===== src/rtl/tstat_pkg.sv =====
// types, constants and the bfloat16 conversion for the tensor statistics block
// no dependencies
package tstat_pkg;

   // field and accumulator widths
   localparam int Q_W        = 24;
   localparam int CNT_W      = 17;
   localparam int SUM_W      = 40;
   localparam int SQ_W       = 48;
   localparam int SQS_W      = 64;
   localparam int WIDE_W     = 80;
   localparam int OPND_W     = 40;
   localparam int ROOT_W     = 32;
   localparam int REM_W      = 33;
   localparam int STEP_W     = 7;

   // step counts of the shared unit
   localparam int DIV_STEPS  = 80;
   localparam int MUL_STEPS  = 40;
   localparam int SQRT_STEPS = 32;

   localparam logic [CNT_W-1:0] COUNT_LIMIT = 17'h10000;

   localparam logic signed [Q_W-1:0] Q_MAX = 24'sh7FFFFF;
   localparam logic signed [Q_W-1:0] Q_MIN = 24'sh800000;

   typedef struct packed {
      logic [15:0] weight_bits;
      logic        final_item;
   } req_type;

   typedef struct packed {
      logic signed [Q_W-1:0]    mean_value;
      logic [Q_W-1:0]           std_dev;
      logic signed [Q_W-1:0]    min_value;
      logic signed [Q_W-1:0]    max_value;
      logic [ROOT_W-1:0]        l2_norm;
      logic [CNT_W-1:0]         item_count;
   } rsp_type;

   typedef enum logic [1:0] {
      OP_DIV,
      OP_MUL,
      OP_SQRT
   } op_type;

   // command into the shared unit
   typedef struct packed {
      logic              start;
      op_type            op;
      logic [WIDE_W-1:0] arg_a;
      logic [OPND_W-1:0] arg_b;
      logic [OPND_W-1:0] arg_d;
   } iu_cmd_type;

   // status and results out of the shared unit
   typedef struct packed {
      logic              done;
      logic [WIDE_W-1:0] quo;
      logic [CNT_W-1:0]  rem;
      logic [ROOT_W-1:0] root;
   } iu_res_type;

   typedef enum logic [3:0] {
      ST_IDLE,
      ST_ACC,
      ST_ADDSQ,
      ST_MEAN_GO,
      ST_MEAN_WAIT,
      ST_SQR_GO,
      ST_SQR_WAIT,
      ST_QDIV_GO,
      ST_QDIV_WAIT,
      ST_VDIV_GO,
      ST_VDIV_WAIT,
      ST_SD_GO,
      ST_SD_WAIT,
      ST_L2_GO,
      ST_L2_WAIT,
      ST_RESULT
   } state_type;

   // bfloat16 to signed Q8.16, truncated toward zero, saturating
   function automatic logic signed [Q_W-1:0] bf16_to_q816(input logic [15:0] bits);
      logic             neg;
      logic [7:0]       ex;
      logic [7:0]       man;
      logic [Q_W-1:0]   mag;
      neg = bits[15];
      ex  = bits[14:7];
      man = {1'b1, bits[6:0]};
      mag = '0;
      if (ex == 8'd0) begin
         mag = '0;
      end else if (ex >= 8'd134) begin
         mag = '0;
      end else if (ex >= 8'd118) begin
         mag = Q_W'(man) << (ex - 8'd118);
      end else if (ex >= 8'd111) begin
         mag = Q_W'(man >> (8'd118 - ex));
      end else begin
         mag = '0;
      end
      if (ex >= 8'd134) begin
         bf16_to_q816 = neg ? Q_MIN : Q_MAX;
      end else begin
         bf16_to_q816 = neg ? -$signed(mag) : $signed(mag);
      end
   endfunction

endpackage


===== src/rtl/tstat_iter_unit.sv =====
// shared iterative unit: restoring divide, shift-add multiply, digit square root
// one wide adder does the work of every step; depends on tstat_pkg
module tstat_iter_unit import tstat_pkg::*; (
   input  logic       clock,
   input  logic       reset,
   input  iu_cmd_type cmd,
   output iu_res_type res
);

   logic              busy_ff, busy_in;
   logic              done_ff, done_in;
   op_type            op_ff, op_in;
   logic [STEP_W-1:0] step_ff, step_in;
   logic [WIDE_W-1:0] a_ff, a_in;
   logic [OPND_W-1:0] b_ff, b_in;
   logic [REM_W-1:0]  r_ff, r_in;
   logic [OPND_W-1:0] d_ff, d_in;

   logic [WIDE_W-1:0] add_x, add_y;
   logic              add_cin;
   logic [WIDE_W:0]   add_sum;
   logic              ge;

   // operand selection for the shared adder
   always_comb begin
      add_x   = '0;
      add_y   = '0;
      add_cin = 1'b0;
      case (op_ff)
         OP_DIV: begin
            add_x   = WIDE_W'({r_ff[CNT_W-1:0], a_ff[WIDE_W-1]});
            add_y   = ~WIDE_W'(d_ff[CNT_W-1:0]);
            add_cin = 1'b1;
         end
         OP_MUL: begin
            add_x = {a_ff[WIDE_W-2:0], 1'b0};
            add_y = b_ff[OPND_W-1] ? WIDE_W'(d_ff) : '0;
         end
         OP_SQRT: begin
            add_x   = WIDE_W'({r_ff, a_ff[WIDE_W-1 -: 2]});
            add_y   = ~WIDE_W'({b_ff[ROOT_W-1:0], 2'b01});
            add_cin = 1'b1;
         end
         default: begin
            add_x = '0;
         end
      endcase
      add_sum = {1'b0, add_x} + {1'b0, add_y} + (WIDE_W+1)'(add_cin);
      ge      = add_sum[WIDE_W];
   end

   // load on start, one step per cycle while busy
   always_comb begin
      busy_in = busy_ff;
      done_in = 1'b0;
      op_in   = op_ff;
      step_in = step_ff;
      a_in    = a_ff;
      b_in    = b_ff;
      r_in    = r_ff;
      d_in    = d_ff;
      if (cmd.start) begin
         busy_in = 1'b1;
         op_in   = cmd.op;
         d_in    = cmd.arg_d;
         r_in    = '0;
         case (cmd.op)
            OP_DIV: begin
               a_in    = cmd.arg_a;
               b_in    = '0;
               step_in = STEP_W'(DIV_STEPS - 1);
            end
            OP_MUL: begin
               a_in    = '0;
               b_in    = cmd.arg_b;
               step_in = STEP_W'(MUL_STEPS - 1);
            end
            OP_SQRT: begin
               a_in    = {cmd.arg_a[SQS_W-1:0], (WIDE_W-SQS_W)'(0)};
               b_in    = '0;
               step_in = STEP_W'(SQRT_STEPS - 1);
            end
            default: begin
               busy_in = 1'b0;
            end
         endcase
      end else if (busy_ff) begin
         case (op_ff)
            OP_DIV: begin
               a_in = {a_ff[WIDE_W-2:0], ge};
               r_in = ge ? REM_W'(add_sum[CNT_W-1:0]) : REM_W'(add_x[CNT_W-1:0]);
            end
            OP_MUL: begin
               a_in = add_sum[WIDE_W-1:0];
               b_in = {b_ff[OPND_W-2:0], 1'b0};
            end
            OP_SQRT: begin
               a_in = {a_ff[WIDE_W-3:0], 2'b00};
               b_in = {b_ff[OPND_W-2:0], ge};
               r_in = ge ? add_sum[REM_W-1:0] : add_x[REM_W-1:0];
            end
            default: begin
               busy_in = 1'b0;
            end
         endcase
         step_in = step_ff - 1'b1;
         if (step_ff == '0) begin
            busy_in = 1'b0;
            done_in = 1'b1;
         end
      end
   end

   always_ff @(posedge clock) begin
      if (reset) begin
         busy_ff <= 1'b0;
         done_ff <= 1'b0;
         op_ff   <= OP_DIV;
      end else begin
         busy_ff <= busy_in;
         done_ff <= done_in;
         op_ff   <= op_in;
      end
      step_ff <= step_in;
      a_ff    <= a_in;
      b_ff    <= b_in;
      r_ff    <= r_in;
      d_ff    <= d_in;
   end

   assign res.done = done_ff;
   assign res.quo  = a_ff;
   assign res.rem  = r_ff[CNT_W-1:0];
   assign res.root = b_ff[ROOT_W-1:0];

endmodule


===== src/rtl/tensor_statistics_bf16.sv =====
// Streaming statistics over bfloat16 weights: each request carries one weight and a last
// flag; the weight is converted to Q8.16 and folded into count, sum, sum of squares, min
// and max. An ordinary weight goes through accept, square and accumulate. A weight
// flagged last also runs the finalization on the shared iterative unit, one adder step
// per cycle: three 80-step divisions, one 40-step multiply and two 32-step square roots,
// after which one response is presented. req_ready is low while a weight or a
// finalization is in progress. The response sits in an output register, so new
// weights are taken while it waits. Depends on tstat_pkg and tstat_iter_unit.
module tensor_statistics_bf16 import tstat_pkg::*; (
   input  logic    clock,
   input  logic    reset,
   input  logic    req_valid,
   output logic    req_ready,
   input  req_type req_data,
   output logic    rsp_valid,
   input  logic    rsp_ready,
   output rsp_type rsp_data
);

   state_type                state_ff, state_in;
   logic signed [Q_W-1:0]    v_ff, v_in;
   logic                     final_ff, final_in;
   logic [SQ_W-1:0]          sq_ff, sq_in;
   logic [CNT_W-1:0]         count_ff, count_in;
   logic signed [SUM_W-1:0]  sum_ff, sum_in;
   logic [SQS_W-1:0]         sqs_ff, sqs_in;
   logic signed [Q_W-1:0]    min_ff, min_in;
   logic signed [Q_W-1:0]    max_ff, max_in;
   logic signed [Q_W-1:0]    mean_ff, mean_in;
   logic [Q_W-1:0]           sd_ff, sd_in;
   logic [SQS_W-1:0]         num_ff, num_in;
   logic                     rsp_valid_ff, rsp_valid_in;
   rsp_type                  rsp_ff, rsp_in;

   iu_cmd_type               cmd;
   iu_res_type               res;
   logic [SUM_W-1:0]         sum_mag;
   logic signed [SQ_W-1:0]   square;
   logic [Q_W:0]             mean_mag;

   tstat_iter_unit u_unit (
      .clock (clock),
      .reset (reset),
      .cmd   (cmd),
      .res   (res)
   );

   // magnitude of the running sum and the square of the current weight
   always_comb begin
      sum_mag = sum_ff[SUM_W-1] ? SUM_W'(-sum_ff) : SUM_W'(sum_ff);
      square  = v_ff * v_ff;
   end

   // sequencer: accumulation, then finalization on the shared unit
   always_comb begin
      state_in     = state_ff;
      v_in         = v_ff;
      final_in     = final_ff;
      sq_in        = sq_ff;
      count_in     = count_ff;
      sum_in       = sum_ff;
      sqs_in       = sqs_ff;
      min_in       = min_ff;
      max_in       = max_ff;
      mean_in      = mean_ff;
      sd_in        = sd_ff;
      num_in       = num_ff;
      rsp_in       = rsp_ff;
      rsp_valid_in = rsp_valid_ff && !rsp_ready;
      cmd          = '0;
      mean_mag     = '0;
      req_ready    = (state_ff == ST_IDLE);
      case (state_ff)
         ST_IDLE: begin
            if (req_valid) begin
               v_in     = bf16_to_q816(req_data.weight_bits);
               final_in = req_data.final_item;
               state_in = ST_ACC;
            end
         end
         ST_ACC: begin
            // a weight past the count limit is dropped
            sq_in = '0;
            if (count_ff != COUNT_LIMIT) begin
               sq_in    = SQ_W'(square);
               count_in = count_ff + 1'b1;
               sum_in   = sum_ff + SUM_W'(v_ff);
               if (v_ff < min_ff) begin
                  min_in = v_ff;
               end
               if (v_ff > max_ff) begin
                  max_in = v_ff;
               end
            end
            state_in = ST_ADDSQ;
         end
         ST_ADDSQ: begin
            sqs_in   = sqs_ff + SQS_W'(sq_ff);
            state_in = final_ff ? ST_MEAN_GO : ST_IDLE;
         end
         ST_MEAN_GO: begin
            cmd.start = 1'b1;
            cmd.op    = OP_DIV;
            cmd.arg_a = WIDE_W'(sum_mag);
            cmd.arg_d = OPND_W'(count_ff);
            state_in  = ST_MEAN_WAIT;
         end
         ST_MEAN_WAIT: begin
            // floor division: a negative sum rounds its magnitude up
            mean_mag = {1'b0, res.quo[Q_W-1:0]}
                     + (Q_W+1)'(sum_ff[SUM_W-1] && (res.rem != '0));
            if (res.done) begin
               mean_in  = sum_ff[SUM_W-1] ? -$signed(mean_mag[Q_W-1:0])
                                          : $signed(mean_mag[Q_W-1:0]);
               state_in = ST_SQR_GO;
            end
         end
         ST_SQR_GO: begin
            cmd.start = 1'b1;
            cmd.op    = OP_MUL;
            cmd.arg_b = OPND_W'(sum_mag);
            cmd.arg_d = OPND_W'(sum_mag);
            state_in  = ST_SQR_WAIT;
         end
         ST_SQR_WAIT: begin
            if (res.done) begin
               state_in = ST_QDIV_GO;
            end
         end
         ST_QDIV_GO: begin
            cmd.start = 1'b1;
            cmd.op    = OP_DIV;
            cmd.arg_a = res.quo;
            cmd.arg_d = OPND_W'(count_ff);
            state_in  = ST_QDIV_WAIT;
         end
         ST_QDIV_WAIT: begin
            // variance numerator, zero when negative or overflowing
            if (res.done) begin
               if ((res.quo[WIDE_W-1:SQS_W] == '0) && (res.quo[SQS_W-1:0] <= sqs_ff)) begin
                  num_in = sqs_ff - res.quo[SQS_W-1:0];
               end else begin
                  num_in = '0;
               end
               state_in = ST_VDIV_GO;
            end
         end
         ST_VDIV_GO: begin
            cmd.start = 1'b1;
            cmd.op    = OP_DIV;
            cmd.arg_a = WIDE_W'(num_ff);
            cmd.arg_d = OPND_W'(count_ff);
            state_in  = ST_VDIV_WAIT;
         end
         ST_VDIV_WAIT: begin
            if (res.done) begin
               state_in = ST_SD_GO;
            end
         end
         ST_SD_GO: begin
            cmd.start = 1'b1;
            cmd.op    = OP_SQRT;
            cmd.arg_a = res.quo;
            state_in  = ST_SD_WAIT;
         end
         ST_SD_WAIT: begin
            if (res.done) begin
               sd_in    = (res.root[ROOT_W-1:Q_W] != '0) ? '1 : res.root[Q_W-1:0];
               state_in = ST_L2_GO;
            end
         end
         ST_L2_GO: begin
            cmd.start = 1'b1;
            cmd.op    = OP_SQRT;
            cmd.arg_a = WIDE_W'(sqs_ff);
            state_in  = ST_L2_WAIT;
         end
         ST_L2_WAIT: begin
            if (res.done) begin
               state_in = ST_RESULT;
            end
         end
         ST_RESULT: begin
            // hand over once the output register is free, then restart the stats
            if (!rsp_valid_ff || rsp_ready) begin
               rsp_valid_in      = 1'b1;
               rsp_in.mean_value = mean_ff;
               rsp_in.std_dev    = sd_ff;
               rsp_in.min_value  = min_ff;
               rsp_in.max_value  = max_ff;
               rsp_in.l2_norm    = res.root;
               rsp_in.item_count = count_ff;
               count_in          = '0;
               sum_in            = '0;
               sqs_in            = '0;
               min_in            = Q_MAX;
               max_in            = Q_MIN;
               state_in          = ST_IDLE;
            end
         end
         default: begin
            state_in = ST_IDLE;
         end
      endcase
   end

   always_ff @(posedge clock) begin
      if (reset) begin
         state_ff     <= ST_IDLE;
         count_ff     <= '0;
         sum_ff       <= '0;
         sqs_ff       <= '0;
         min_ff       <= Q_MAX;
         max_ff       <= Q_MIN;
         rsp_valid_ff <= 1'b0;
      end else begin
         state_ff     <= state_in;
         count_ff     <= count_in;
         sum_ff       <= sum_in;
         sqs_ff       <= sqs_in;
         min_ff       <= min_in;
         max_ff       <= max_in;
         rsp_valid_ff <= rsp_valid_in;
      end
      v_ff     <= v_in;
      final_ff <= final_in;
      sq_ff    <= sq_in;
      mean_ff  <= mean_in;
      sd_ff    <= sd_in;
      num_ff   <= num_in;
      rsp_ff   <= rsp_in;
   end

   assign rsp_valid = rsp_valid_ff;
   assign rsp_data  = rsp_ff;

endmodule


===== config.mk =====
export PLATFORM = sky130hd
export DESIGN_NAME = tensor_statistics_bf16
export DESIGN_NICKNAME = d
export VERILOG_FILES = /design/src/rtl/tstat_pkg.sv /design/src/rtl/tstat_iter_unit.sv /design/src/rtl/tensor_statistics_bf16.sv
export SDC_FILE = /design/constraint.sdc
export NUM_CORES = 2
export LEC_CHECK = 0
export BUFFER_PORTS_ARGS = -buffer_cell sky130_fd_sc_hd__buf_2
export CAP_MARGIN = 30
export CELL_PAD_IN_SITES_DETAIL_PLACEMENT = 0
export CELL_PAD_IN_SITES_GLOBAL_PLACEMENT = 1
export CORE_MARGIN = 4
export CORE_UTILIZATION = 50
export DETAILED_ROUTE_END_ITERATION = 8
export PLACE_DENSITY_LB_ADDON = 0.1
export SYNTH_ARGS = -nofsm -noshare
export SYNTH_HDL_FRONTEND = slang
export SYNTH_SLANG_ARGS = --single-unit

===== constraint.sdc =====
create_clock -name clock -period 20.9 [get_ports clock]
set_input_delay 2.09 -clock clock [delete_from_list [all_inputs] [get_ports clock]]
set_output_delay 2.09 -clock clock [all_outputs]
set_load 0.02 [all_outputs]

# Word level (Yosys, flattened, before mapping)
# Index checks and enable logic that the tools add are counted.
# totals
ff_bits	708
in_bits	21
# classes
n_addsub	13
mul	1
magnitude_cmp	6
n_eq_ne	34
shifts	2
n_mux	67
n_bitwise	3
reduce_logical	43
# op_table
op	count
$pmux W80 S3	4
$mux W24	16
$pmux W40 S2	4
$pmux W80 S4	1
$mux W40	7
$mux W80	2
$pmux W64 S2	1
$pmux W24 S2	2
$add A80 B80 Y81	1
$add A81 B1 Y81	1
$not A17 Y80	1
$not A34 Y80	1
$pmux W33 S2	1
$add A64 B48 Y64	1
$le A64 B64 Y1	1
$mux W64	1
$pmux W4 S16	1
$sub A64 B64 Y64	1
$mux W17	3
$mul A24 B24 Y48	1
$neg A24 Y24	2
$add A40 B24 Y40	1
$neg A40 Y40	1
$pmux W17 S2	1
other kinds (50)	113

# Logic depth before layout (Yosys ltp)
# depth
word_depth	11
depth_mapped	29
mapped_depth_nobuf	26

# Hierarchy
# From an unflattened synthesis, not the netlist that was laid out.
# unflattened
hier_cells	7578
hier_area_um2	68889.8
# modules_own_cells
mod	n_inst	cells_per_inst	area_each_um2
tensor_statistics_bf16	1	5557	51745.9
tstat_iter_unit	1	2021	17143.9

# Least setup slack after synthesis
# OpenSTA, ideal clock, no wires.
# synth_timing
kind	register to register
startpoint	register state_ff[3]
endpoint	register num_ff[0], enable pin
setup_time_ns	0.666
t_arrival_ns	7.355
path_slack_ns	12.879
stages_incl_launch_ff	4
n_path_buf	1
period_less_slack_ns	8.021
cell_sequence	dfxtp_1 > clkbuf_1 > nand2b_1 > nor4b_1
# synth_via
elab_chain_cells	2
# synth_lines
element	line	source
from (decl)	tensor_statistics_bf16.sv:20	state_type state_ff, state_in;
from (signal assigned)	tensor_statistics_bf16.sv:217	state_ff <= state_in;
$eq A4 B4 Y1	tensor_statistics_bf16.sv:73	case (state_ff)
$reduce_and A2 Y1 (no line)	--	
to (signal assigned)	tensor_statistics_bf16.sv:230	num_ff <= num_in;
to (decl)	tensor_statistics_bf16.sv:31	logic [SQS_W-1:0] num_ff, num_in;
# Every way passes these cells.
# A chain may end at the register's enable or synchronous reset.

# Worst setup path after layout
# layout_timing
startpoint	register v_ff[23]
endpoint	register sq_ff[43], data pin
# layout_via
elab_chain_cells	1
# layout_lines
element	line	source
from (decl)	tensor_statistics_bf16.sv:21	logic signed [Q_W-1:0] v_ff, v_in;
from (signal assigned)	tensor_statistics_bf16.sv:225	v_ff <= v_in;
$mul A24 B24 Y48	tensor_statistics_bf16.sv:51	square = v_ff * v_ff;
to (signal assigned)	tensor_statistics_bf16.sv:227	sq_ff <= sq_in;
to (decl)	tensor_statistics_bf16.sv:23	logic [SQ_W-1:0] sq_ff, sq_in;
# Every way passes these cells.

==> impl_metrics.csv <==
group,metric,value,unit
outcome,status,"finished clean",
global_route,antenna_found_initial,5,
clock_tree,cts_root_buf,"clkbuf_16",
global_route,use_met3,4.274,%
critical_path,max_stage_delay,620,ps
final_layout,layout_commonest_cell,"inv_1",
route,drt_wl_total,213.9,mm
timing,clock_skew,98.02,ps
timing,period_minus_slack,8253,ps
clock_tree,h-tree-depth,3,
timing,worst_slew_pin_slew,1111,ps
route,drt-vias-per-instance,5.993,
logic_synthesis,synthArstFlopShare,0,%
final_layout,area_growth,8.011,%
global_route,gr-total-overflow,0,
logic_synthesis,synth_cell_type_count,96,
clock_tree,cts_tree,"yes",
route,vias,55852,
final_layout,final_cell_mix,"inv_1, nand2_1, nor2_1",
placement,finalWeightedCongestion,0.9425,
logic_synthesis,ys_ff_latch,707,
logic_synthesis,ys_warn_count,0,
route,wl_per_cell,22.95,µm
clock_tree,cts_buffer_depth,3,
global_route,use_met2,48.54,%
floorplanning,coreArea,134000,µm²
critical_path,crit_arrival,8650,ps
floorplanning,chipHeight,376.0,µm
clock_tree,clk_pin_slew_worst_paths,60,ps
floorplanning,pin_count,168,
clock_tree,cts_buffers,86,
critical_path,cpMostUsedCell,"fa_1",
critical_path,path_class,"reg2reg",
timing,finalHoldViolCount,0,
logic_synthesis,seq_area_frac_synth,28.23,%
final_layout,n_fill_cell,12408,
global_route,use_met1,41.44,%
route,remaining_drc_errors,0,
clock_tree,clk_latency,730,ps
timing,relSlewSlack,25.70,%
route,drt-initial-drc-count,4958,
clock_tree,cts_hold_buf,0,
timing,clock.fmax,0.1212,GHz
timing,fin_crit_sh,39.49,%
floorplanning,initial_utilization,50.56,%
critical_path,crit_fanout,19,
timing,setup_viol_count_final,0,
critical_path,cp_slowest_cell,"fa_1",
floorplanning,die_w,376.0,µm
placement,portBuffers,167,
timing,slew_violations,0,
clock_tree,cts_resized,0,
logic_synthesis,postSynthCellCount,7520,
global_route,grt_usage,29.93,%
critical_path,critPathRequiredTime,21300,ps
placement,hpwl,165.0,mm
logic_synthesis,synth_flop_cell,"edfxtp_1",
final_layout,drive_gt1_share,7.087,%
min_path,hp-class,"reg2reg",
route,ant_nets,0,
route,drt_pass1_iterations,8,
final_layout,nNetsFinal,8497,
logic_synthesis,syn_area,67720,µm²
global_route,grt_pass1_wl,332.1,mm
timing,timing.setup.tns,0,ps
global_route,grt_pass1_vias,55460,
clock_tree,cts_setup_buffers,0,
clock_tree,cts.sinks,707,
floorplanning,fp.dieArea,141400,µm²
final_layout,stdcell_count,9319,
logic_synthesis,avgSynthCellArea,9.006,µm²
critical_path,worstPathCellList,"clkinv_1, nor2_1, fa_1, fa_1, inv_1, fa_1, fa_1, inv_1, fa_1, fa_1, inv_1, fa_1, inv_1, ha_1, a21o_1, a21o_1, a2111oi_0, nand4_1, a21oi_1, nor3b_1, o21ba_2, o21ai_0, xnor2_1, nor2_1",
critical_path,critPathCaptureType,"flop",
logic_synthesis,synth_edf_count,496,
global_route,top_usage_layer,"met2",
global_route,grt_max_degree,98,
floorplanning,rows,134,
flow_run,drv_cap,0,
critical_path,cp-start-kind,"flop",
logic_synthesis,syn_nets,8540,
placement,dp_cells,9154,
timing,rsz0062_at_grt,"no",
final_layout,final_core_util,54.61,%
==> synthesized netlist by cell type (18+ instances only) <==
cell type	n	area, µm²
mux2i_1	64	640.6
nand2_1	705	2646
a2111oi_0	18	157.7
and3_1	55	344.1
edfxtp_1	496	14890
a21oi_1	434	2172
clkbuf_1	363	1363
nor2_1	567	2128
a222oi_1	52	520.5
nor4_1	29	181.4
xnor2_1	221	1936
nor2b_1	36	225.2
a211oi_1	40	300.3
o21a_1	78	585.6
dfxtp_1	211	4224
inv_1	890	3341
or3_1	43	269.0
a22oi_1	50	375.4
nand4_1	95	594.3
nand2b_1	72	450.4
ha_1	440	5505
a21o_1	240	1802
o31ai_1	48	360.4
o211ai_1	35	262.8
a31oi_1	84	525.5
nand3_1	161	805.8
o21bai_1	46	345.3
o21ai_0	351	1757
or2_2	33	206.5
a21boi_0	18	135.1
or4_1	20	150.1
fa_1	559	11190
xor2_1	152	1331
a221oi_1	65	569.3
nor3_1	151	755.7
buf_1	32	120.1
o22ai_1	44	275.3
o21ai_1	30	150.1
a22o_1	43	376.6
and2_1	142	888.4
a221o_1	27	270.3
==> sequential cells by signal, summed over array words and instances, names as in the netlist, 2 cells and up <==
register	flops
rsp_data	145
u_unit.a_ff	80
num_ff	64
sqs_ff	64
sq_ff	47
sum_ff	40
u_unit.b_ff	40
u_unit.d_ff	40
u_unit.r_ff	33
max_ff	24
mean_ff	24
min_ff	24
sd_ff	24
v_ff	24
count_ff	17
u_unit.step_ff	7
state_ff	4
u_unit.op_ff	2
==> metrics by stage <==
stage / setup slack (ps) / hold WS [ps] / instance area [µm²]
after floorplan: 12880 / 400.3 / 67730
after global placement: 12670 / 401.1 / 70030
after detailed placement: 12650 / 404.5 / 70210
after CTS: 12610 / 417.5 / 73120
after global routing: 11930 / 420.3 / 73150
final: 12650 / 415.7 / 73150
==> kinds of logic (layout without fill, tap and decap cells) <==
| logic type | after synthesis | count (layout) | share of synthesized area [%] |
|---|---|---|---|
| XOR/XNOR | 374 | 374 | 4.848 |
| buffers and inverters | 1302 | 1331 | 7.249 |
| AND/OR/NAND/NOR | 2178 | 2178 | 15.10 |
| multiplexers | 80 | 80 | 1.328 |
| adder cells (fa/ha/maj) | 999 | 999 | 24.65 |
| AO/OA/AOI/OAI | 1880 | 1880 | 18.59 |
| other | 0 | 2 | 0 |
| flip-flops | 707 | 707 | 28.23 |
==> path summary, 6_finish.rpt <==
| path | depth (start not counted) | slack, ps | startpoint | to |
|---|---|---|---|---|
| max | 24 | 12650 | v_ff[23]$_DFFE_PP_ | sq_ff[43]$_SDFFCE_PN0P_ |
| min | 0 | 420 | sd_ff[0]$_SDFFCE_PP1P_ | rsp_data[97]$_DFFE_PP_ |
| min reg2reg | 0 | 420 | sd_ff[0]$_SDFFCE_PP1P_ | rsp_data[97]$_DFFE_PP_ |
| max reg2reg | 24 | 12650 | v_ff[23]$_DFFE_PP_ | sq_ff[43]$_SDFFCE_PN0P_ |
==> routing by layer <==
metal | share of wire [%] | wire length [µm]
met5 | 0.0079 | 17
met4 | 3.5 | 7522
met3 | 6.9 | 14660
met2 | 46 | 97990
met1 | 44 | 93680
==> cell type report <==
cell class / count / area (µm²) / share of cell area (%)
Antenna cell: 2 / 5.005 / 0.006842
Clock buffer: 109 / 2298 / 3.142
Clock inverter: 51 / 613.1 / 0.8381
Inverter: 894 / 3362 / 4.596
Multi-Input combinational cell: 5511 / 43840 / 59.94
Sequential cell: 707 / 19120 / 26.14
Tap cell: 1768 / 2212 / 3.024
Timing Repair Buffer: 277 / 1695 / 2.318
==> worst max-delay path, delay by kind of cell (launching register included) <==
family | cells | cell delay, ps
AO/OA/AOI/OAI | 6 | 1490
buffers and inverters | 5 | 800
AND/OR/NAND/NOR | 4 | 1160
flip-flops | 1 | 350
XOR/XNOR | 1 | 150
adder cells (fa/ha/maj) | 8 | 3980
Power is not shown: default switching activity piles up to over one toggle a cycle in this logic, so the estimate is an artifact.
